--- config.mk ---
export PLATFORM = sky130hd
export DESIGN_NAME = sorted_set_table
export DESIGN_NICKNAME = d
export VERILOG_FILES = /design/src/rtl/sst_pkg.sv /design/src/rtl/sorted_set_table.sv /design/src/rtl/sst_ram.sv /design/src/rtl/sst_engine.sv
export SDC_FILE = /design/constraint.sdc
export NUM_CORES = 1
export LEC_CHECK = 0
export BUFFER_PORTS_ARGS = -buffer_cell sky130_fd_sc_hd__clkbuf_2
export CORE_MARGIN = 4
export CORE_UTILIZATION = 35
export DETAILED_ROUTE_END_ITERATION = 16
export HOLD_SLACK_MARGIN = 0.08
export PLACE_DENSITY = 0.51
export SYNTH_ARGS = -nofsm -noshare
export SYNTH_HDL_FRONTEND = slang
export SYNTH_SLANG_ARGS = --single-unit
--- constraint.sdc ---
create_clock -name aclk -period 8.1 [get_ports aclk]
set_input_delay 0.81 -clock aclk [delete_from_list [all_inputs] [get_ports aclk]]
set_output_delay 0.81 -clock aclk [all_outputs]
set_load 0.1 [all_outputs]
--- src/rtl/sst_pkg.sv ---
// ----------------------------------------------------------------------------
// sst_pkg
// Shared types and constants for the sorted set table: op codes, field
// widths, sequencer states and the result record.
// ----------------------------------------------------------------------------
package sst_pkg;

    localparam int SLOTS_DEF      = 32;
    localparam int VALUE_BITS_DEF = 16;

    localparam int OP_W    = 2;
    localparam int VALUE_W = 16;
    localparam int COUNT_W = 5;

    localparam logic [OP_W-1:0] OP_FIND   = 2'd0;
    localparam logic [OP_W-1:0] OP_INSERT = 2'd1;
    localparam logic [OP_W-1:0] OP_REMOVE = 2'd2;

    typedef enum logic [3:0] {
        ST_IDLE,
        ST_SEARCH,
        ST_CMP,
        ST_PROBE,
        ST_INS,
        ST_INS_WR,
        ST_REM,
        ST_REM_WR,
        ST_FIN
    } state_t;

    typedef struct packed {
        logic               ok;
        logic [COUNT_W-1:0] count;
    } sst_result_t;

    typedef struct packed {
        logic idle;
        logic done;
    } sst_status_t;

endpackage

--- src/rtl/sorted_set_table.sv ---
// ----------------------------------------------------------------------------
// sorted_set_table
// Set of distinct values kept in ascending order; find, insert and remove,
// each item answered with an ok flag and the count held afterwards.
// A find runs a binary search over the entries and probes the slot it lands
// on; a successful insert or remove then shifts the entries one by one.
// One item at a time: the search loop and the shift loop over the store
// keep the input stalled until the item is done.
// Reset empties the set at once; the store is not cleared.
// ----------------------------------------------------------------------------
module sorted_set_table #(
    parameter int SLOTS      = sst_pkg::SLOTS_DEF,
    parameter int VALUE_BITS = sst_pkg::VALUE_BITS_DEF
) (
    input  logic        aclk,
    input  logic        aresetn,
    input  logic        s_tvalid,
    output logic        s_tready,
    input  logic [15:0] s_tdata,   // value[15:0]
    input  logic [1:0]  s_tuser,   // op[1:0]
    output logic        m_tvalid,
    input  logic        m_tready,
    output logic [7:0]  m_tdata    // ok[0], count[5:1], zero[7:6]
);

    import sst_pkg::*;

    localparam int CNT_W  = $clog2(SLOTS);
    localparam int ADDR_W = (SLOTS > 2) ? $clog2(SLOTS - 1) : 1;

    sst_status_t           status;
    sst_result_t           result;
    sst_result_t           out_reg;
    logic                  m_valid_reg;
    logic                  out_free;
    logic                  ram_we;
    logic [ADDR_W-1:0]     ram_waddr;
    logic [VALUE_BITS-1:0] ram_wdata;
    logic [ADDR_W-1:0]     ram_raddr;
    logic [VALUE_BITS-1:0] ram_rdata;

    assign out_free = !m_valid_reg || m_tready;
    assign s_tready = status.idle;
    assign m_tvalid = m_valid_reg;
    assign m_tdata  = {2'b00, out_reg.count, out_reg.ok};

    always_ff @(posedge aclk) begin
        if (!aresetn) begin
            m_valid_reg <= 1'b0;
        end else if (status.done) begin
            m_valid_reg <= 1'b1;
        end else if (m_tready) begin
            m_valid_reg <= 1'b0;
        end
        if (status.done) begin
            out_reg <= result;
        end
    end

    sst_engine #(
        .SLOTS      (SLOTS),
        .VALUE_BITS (VALUE_BITS),
        .CNT_W      (CNT_W),
        .ADDR_W     (ADDR_W)
    ) u_engine (
        .aclk      (aclk),
        .aresetn   (aresetn),
        .start     (s_tvalid && s_tready),
        .op        (s_tuser),
        .value     (s_tdata),
        .out_free  (out_free),
        .status    (status),
        .result    (result),
        .ram_we    (ram_we),
        .ram_waddr (ram_waddr),
        .ram_wdata (ram_wdata),
        .ram_raddr (ram_raddr),
        .ram_rdata (ram_rdata)
    );

    sst_ram #(
        .WIDTH  (VALUE_BITS),
        .DEPTH  (SLOTS - 1),
        .ADDR_W (ADDR_W)
    ) u_store (
        .aclk  (aclk),
        .we    (ram_we),
        .waddr (ram_waddr),
        .wdata (ram_wdata),
        .raddr (ram_raddr),
        .rdata (ram_rdata)
    );

endmodule

--- src/rtl/sst_ram.sv ---
// ----------------------------------------------------------------------------
// sst_ram
// Generic simple dual-port RAM: one write port, one read port with a
// registered read.
// ----------------------------------------------------------------------------
module sst_ram #(
    parameter int WIDTH = 16,
    parameter int DEPTH = 31,
    parameter int ADDR_W = (DEPTH > 1) ? $clog2(DEPTH) : 1
) (
    input  logic              aclk,
    input  logic              we,
    input  logic [ADDR_W-1:0] waddr,
    input  logic [WIDTH-1:0]  wdata,
    input  logic [ADDR_W-1:0] raddr,
    output logic [WIDTH-1:0]  rdata
);

    logic [WIDTH-1:0] mem [DEPTH];
    logic [WIDTH-1:0] rdata_reg;

    always_ff @(posedge aclk) begin
        if (we) begin
            mem[waddr] <= wdata;
        end
        rdata_reg <= mem[raddr];
    end

    assign rdata = rdata_reg;

endmodule

--- src/rtl/sst_engine.sv ---
// ----------------------------------------------------------------------------
// sst_engine
// Sequencer of the sorted set table: binary search over the store, then an
// entry-by-entry shift for insert and remove.
// ----------------------------------------------------------------------------
module sst_engine #(
    parameter int SLOTS      = 32,
    parameter int VALUE_BITS = 16,
    parameter int CNT_W      = $clog2(SLOTS),
    parameter int ADDR_W     = (SLOTS > 2) ? $clog2(SLOTS - 1) : 1
) (
    input  logic                        aclk,
    input  logic                        aresetn,
    input  logic                        start,
    input  logic [sst_pkg::OP_W-1:0]    op,
    input  logic [sst_pkg::VALUE_W-1:0] value,
    input  logic                        out_free,
    output sst_pkg::sst_status_t        status,
    output sst_pkg::sst_result_t        result,
    output logic                        ram_we,
    output logic [ADDR_W-1:0]           ram_waddr,
    output logic [VALUE_BITS-1:0]       ram_wdata,
    output logic [ADDR_W-1:0]           ram_raddr,
    input  logic [VALUE_BITS-1:0]       ram_rdata
);

    import sst_pkg::*;

    localparam logic [CNT_W-1:0] CAPACITY = CNT_W'(SLOTS - 1);

    state_t                state_reg, state_next;
    logic [CNT_W-1:0]      count_reg, count_next;
    logic [CNT_W-1:0]      lo_reg, lo_next;
    logic [CNT_W-1:0]      hi_reg, hi_next;
    logic [CNT_W-1:0]      k_reg, k_next;
    logic [OP_W-1:0]       op_reg, op_next;
    logic [VALUE_BITS-1:0] v_reg, v_next;
    logic                  ok_reg, ok_next;

    logic [31:0]           value_ext;
    logic [31:0]           count_ext;
    logic [CNT_W-1:0]      mid;
    logic [CNT_W:0]        k_plus;
    logic                  found;

    assign value_ext = 32'(value);
    assign count_ext = 32'(count_reg);
    assign mid       = lo_reg + ((hi_reg - lo_reg) >> 1);
    assign k_plus    = {1'b0, k_reg} + 1'b1;
    assign found     = (lo_reg < count_reg) && (ram_rdata == v_reg);

    assign status.idle   = (state_reg == ST_IDLE);
    assign status.done   = (state_reg == ST_FIN) && out_free;
    assign result.ok     = ok_reg;
    assign result.count  = count_ext[COUNT_W-1:0];

    always_ff @(posedge aclk) begin
        if (!aresetn) begin
            state_reg <= ST_IDLE;
            count_reg <= '0;
        end else begin
            state_reg <= state_next;
            count_reg <= count_next;
        end
        lo_reg <= lo_next;
        hi_reg <= hi_next;
        k_reg  <= k_next;
        op_reg <= op_next;
        v_reg  <= v_next;
        ok_reg <= ok_next;
    end

    always_comb begin
        state_next = state_reg;
        count_next = count_reg;
        lo_next    = lo_reg;
        hi_next    = hi_reg;
        k_next     = k_reg;
        op_next    = op_reg;
        v_next     = v_reg;
        ok_next    = ok_reg;
        ram_we     = 1'b0;
        ram_waddr  = k_reg[ADDR_W-1:0];
        ram_wdata  = ram_rdata;
        ram_raddr  = lo_reg[ADDR_W-1:0];

        unique case (state_reg)
            ST_IDLE: begin
                if (start) begin
                    op_next    = op;
                    v_next     = value_ext[VALUE_BITS-1:0];
                    lo_next    = '0;
                    hi_next    = count_reg;
                    state_next = ST_SEARCH;
                end
            end
            ST_SEARCH: begin
                if (lo_reg < hi_reg) begin
                    ram_raddr  = mid[ADDR_W-1:0];
                    state_next = ST_CMP;
                end else begin
                    ram_raddr  = lo_reg[ADDR_W-1:0];
                    state_next = ST_PROBE;
                end
            end
            ST_CMP: begin
                if (ram_rdata < v_reg) begin
                    lo_next = mid + 1'b1;
                end else begin
                    hi_next = mid;
                end
                state_next = ST_SEARCH;
            end
            ST_PROBE: begin
                ok_next    = 1'b0;
                state_next = ST_FIN;
                unique case (op_reg)
                    OP_FIND: begin
                        ok_next = found;
                    end
                    OP_INSERT: begin
                        if (!found && (count_reg < CAPACITY)) begin
                            k_next     = count_reg;
                            state_next = ST_INS;
                        end
                    end
                    OP_REMOVE: begin
                        if (found) begin
                            k_next     = lo_reg;
                            state_next = ST_REM;
                        end
                    end
                    default: begin
                        ok_next = 1'b0;
                    end
                endcase
            end
            ST_INS: begin
                if (k_reg > lo_reg) begin
                    ram_raddr  = k_reg[ADDR_W-1:0] - 1'b1;
                    state_next = ST_INS_WR;
                end else begin
                    ram_we     = 1'b1;
                    ram_waddr  = lo_reg[ADDR_W-1:0];
                    ram_wdata  = v_reg;
                    count_next = count_reg + 1'b1;
                    ok_next    = 1'b1;
                    state_next = ST_FIN;
                end
            end
            ST_INS_WR: begin
                ram_we     = 1'b1;
                ram_waddr  = k_reg[ADDR_W-1:0];
                k_next     = k_reg - 1'b1;
                state_next = ST_INS;
            end
            ST_REM: begin
                if (k_plus < {1'b0, count_reg}) begin
                    ram_raddr  = k_plus[ADDR_W-1:0];
                    state_next = ST_REM_WR;
                end else begin
                    count_next = count_reg - 1'b1;
                    ok_next    = 1'b1;
                    state_next = ST_FIN;
                end
            end
            ST_REM_WR: begin
                ram_we     = 1'b1;
                ram_waddr  = k_reg[ADDR_W-1:0];
                k_next     = k_plus[CNT_W-1:0];
                state_next = ST_REM;
            end
            ST_FIN: begin
                if (out_free) begin
                    state_next = ST_IDLE;
                end
            end
            default: begin
                state_next = ST_IDLE;
            end
        endcase
    end

endmodule
==> metrics.md <==
| Metric | Value |
|---|---|
| Status | completed |
| Total gr overflow | 0 |
| Synthesized area | approximately 24000 µm² |
| Storage element area | about 17000 µm² |
| Worst path required time | 8660 ps |
| Initial Util | 35.58% |
| Fin. max-slew vios | 0 |
| Post-CTS Setup Bufs | 0 |
| Hold Path Class | input port to flip-flop |
| CP max FO | between 60 and 70 |
| Final hold vios | 0 |
| LEAKAGE | around 9.2 nW |
| Startpoint Class | flip-flop |
| Post-synth EDFFs | between 500 and 600 |
| Area grow syn2layout | 12.96% |
| Final Cell Area | 27180 µm² |
| Post_cts resized | 0 |
| Placed Cells | roughly 2400 |
| GRT Util Overall | 15.84% |
| Crit path DAT | 5880 ps |
| Root buffer cell | clkbuf_16 |
| Synth cell types | 79 |
| #FFs+latches synth | 562 |
| CTS tree | built |
| Pre-antenna DRT Iters | 5 |
| Avg Cell Area, Syn | between 15 and 20 µm² |
| Buffers added on ports | 29 |
| Placed Area | 25260 µm² |
| Die ar. | 73010 µm² |
| # H-tree levels | 2 |
| Max_cap viols | 0 |
| CTS Buf Count | 58 |
| DRC | 0 |
| RSZ-0062 raised after global routing | no |
| Clk sinks | 562 |
| Final WS setup | 2780 ps |
| Largest net degree at the start of global routing | 146 |
| Fillers | between 6000 and 7000 |
| Die height | 270.2 µm |
| CTS max path bufs | 3 |
| GR Util met3 | 2.292% |
| Hpwl dp | about 37000 µm |
| Vias | between 10000 and 15000 |
| Clock Latency Late Sink | 640 ps |
| Total core area | 67630 µm² |
| Wirelength per Cell | approximately 23 µm |
| Max Freq | 0.1880 GHz |
| Slew @ Worst Pin | 1341 ps |
| Antenna Cells | 0 |
| Yosys top cell by area | edfxtp_1 |
| Cts hold-fix bufs | 0 |
| Area of the multi-input gates | 6868 µm² |
| Kind of critical path | flip-flop to flip-flop |
| First-pass GRT wire length | 87940 µm |
| M2 GR Usage | 26.88% |
| Hold slack | 350.4 ps |
| Cells after synthesis | 1576 |
| Row cnt | 95 |
| Finished Layout Cells | 2556 |
| Vias in the first global route | 13342 |
| Largest register FFs | 496 |
| PwrDens | 298.8 nW/µm² |
| Final setup fails | 0 |
| CP endpoint kind | flip-flop |
| Initial DRC Count | 1007 |
| Ys async rst share | 0% |
| Most used routing layer | met2 |
| Drt via density | 5.207 |
| Layout Skew | 29.98 ps |
| Post-synth top area share | 66.89% |
| Commonest non-fill, non-tap cell in the layout | edfxtp_1 |
| Die W | 270.2 µm |
| Max VDD drop | 0.1912 mV |
| Met1 Use GR | 21.20% |
| NumNets Final | approximately 1700 |
| Top cells by area, synth | edfxtp_1 67%, mux2i_1 4.2%, mux4_2 3.0%, ha_1 2.4%, mux2_2 2.2% |
| Gpl congestion | 0.9198 |
| Antenna violations before repair | 0 |
| Synth Warn # | 0 |
| Layout cells sized above 1 | 17.35% |
| Setup TNS | 0 ps |
| Ports | 32 |
| Top_reg_cell synth | edfxtp_1 |
| Pre-CTS setup slack | 2789 ps |
| Sequential fraction of the synthesis area | 69.05% |
| Clk slew on worst S/H paths | approximately 70 ps |
| Relative slew slack | 10.59% |
| Most frequent cells in the layout | 536 x edfxtp_1, 124 x nand2_1, 115 x nor2_1 |
| ANT nets after route | 0 |
| Final WL | 59170 µm |
| Minimum clock period | 5320 ps |
| Final worst-path cycle share | 65.68% |
==> cell usage after synthesis (4+ instances only) <==
| master | instances |
|---|---|
| nand4_1 | 6 |
| buf_1 | 4 |
| ha_1 | 47 |
| a21oi_2 | 4 |
| dfxtp_1 | 26 |
| mux2_2 | 47 |
| a31oi_1 | 23 |
| clkbuf_1 | 26 |
| buf_4 | 8 |
| a21boi_0 | 17 |
| nor4_2 | 15 |
| inv_1 | 46 |
| or2_2 | 4 |
| o21a_1 | 11 |
| o21ai_0 | 56 |
| a21oi_1 | 47 |
| nand2b_1 | 9 |
| nand3_1 | 40 |
| nor2_1 | 120 |
| nor2b_1 | 14 |
| xor2_1 | 7 |
| a22o_1 | 19 |
| edfxtp_1 | 536 |
| a21o_1 | 12 |
| and3_1 | 7 |
| mux2i_1 | 101 |
| buf_2 | 29 |
| nand2_1 | 124 |
| xnor2_1 | 13 |
| o31ai_1 | 16 |
| o21ai_1 | 4 |
| o22ai_1 | 17 |
| o22a_1 | 15 |
| buf_6 | 8 |
| nor3_1 | 6 |
| mux4_2 | 32 |
==> layer usage <==
metal,up-vias,routed length (µm)
met5,-,0
met4,0,1667
met3,88,2788
met2,305,29080
met1,6751,25640
li1,6166,-
==> path summary, 6_finish.rpt <==
path / end / depth (start not counted) / slack (ps) / from
min: u_engine.v_reg[3] / 1 / 350 / s_tdata[3]
min reg2reg: m_tdata[0] / 0 / 460 / u_engine.ok_reg
max reg2reg: u_store.rdata[14] / 12 / 2780 / u_engine.lo_reg[1]
max: u_store.rdata[14] / 12 / 2780 / u_engine.lo_reg[1]
==> stage by stage <==
stage                     total power [W]  utilization [%]
final                            0.008122            40.19
after global placement           0.005507            37.34
after detailed placement         0.005528            37.34
after floorplan                  0.004938                -
after global routing             0.008492            40.19
after CTS                        0.008227            40.19
==> power by group <==
group | switching (W) | total (W) | internal, W
sequential | 0.0000542 | 0.00368 | 0.00363
clock | 0.00113 | 0.00269 | 0.00155
combinational | 0.00119 | 0.00176 | 0.000562
total | 0.00238 | 0.00812 | 0.00574
==> final cells by class <==
cell class | instances | area share (%)
clock buffer | 70 | 5.542
tap | 873 | 4.019
inverter | 46 | 0.6352
sequential | 562 | 61.13
multi-input combinational | 891 | 25.27
timing repair buffer | 74 | 1.869
clock inverter | 40 | 1.537
==> cell families (layout without fill, tap and decap cells) <==
group	after synthesis	in the layout	synth area share, %
buf+inv	124	230	2.662
other cells	1	2	0.01558
simple gates	363	363	7.384
xor+xnor	20	20	0.7280
mux	180	180	9.396
flops	562	562	69.05
compound gates	276	276	8.070
fa+ha+maj	50	50	2.693
==> worst max-delay path, cell delays in order (launching register included) <==
cell and delay (ps):
edfxtp_1 600, inv_1 260, ha_1 330, and4_1 250, a221o_1 300, a21o_1 800, o2111ai_4 440, a21oi_4 280
buf_4 650, nand2b_1 610, o22ai_1 350, nor3_1 100, nor4b_2 270
No activity file was read; power rests on OpenSTA's default activity.
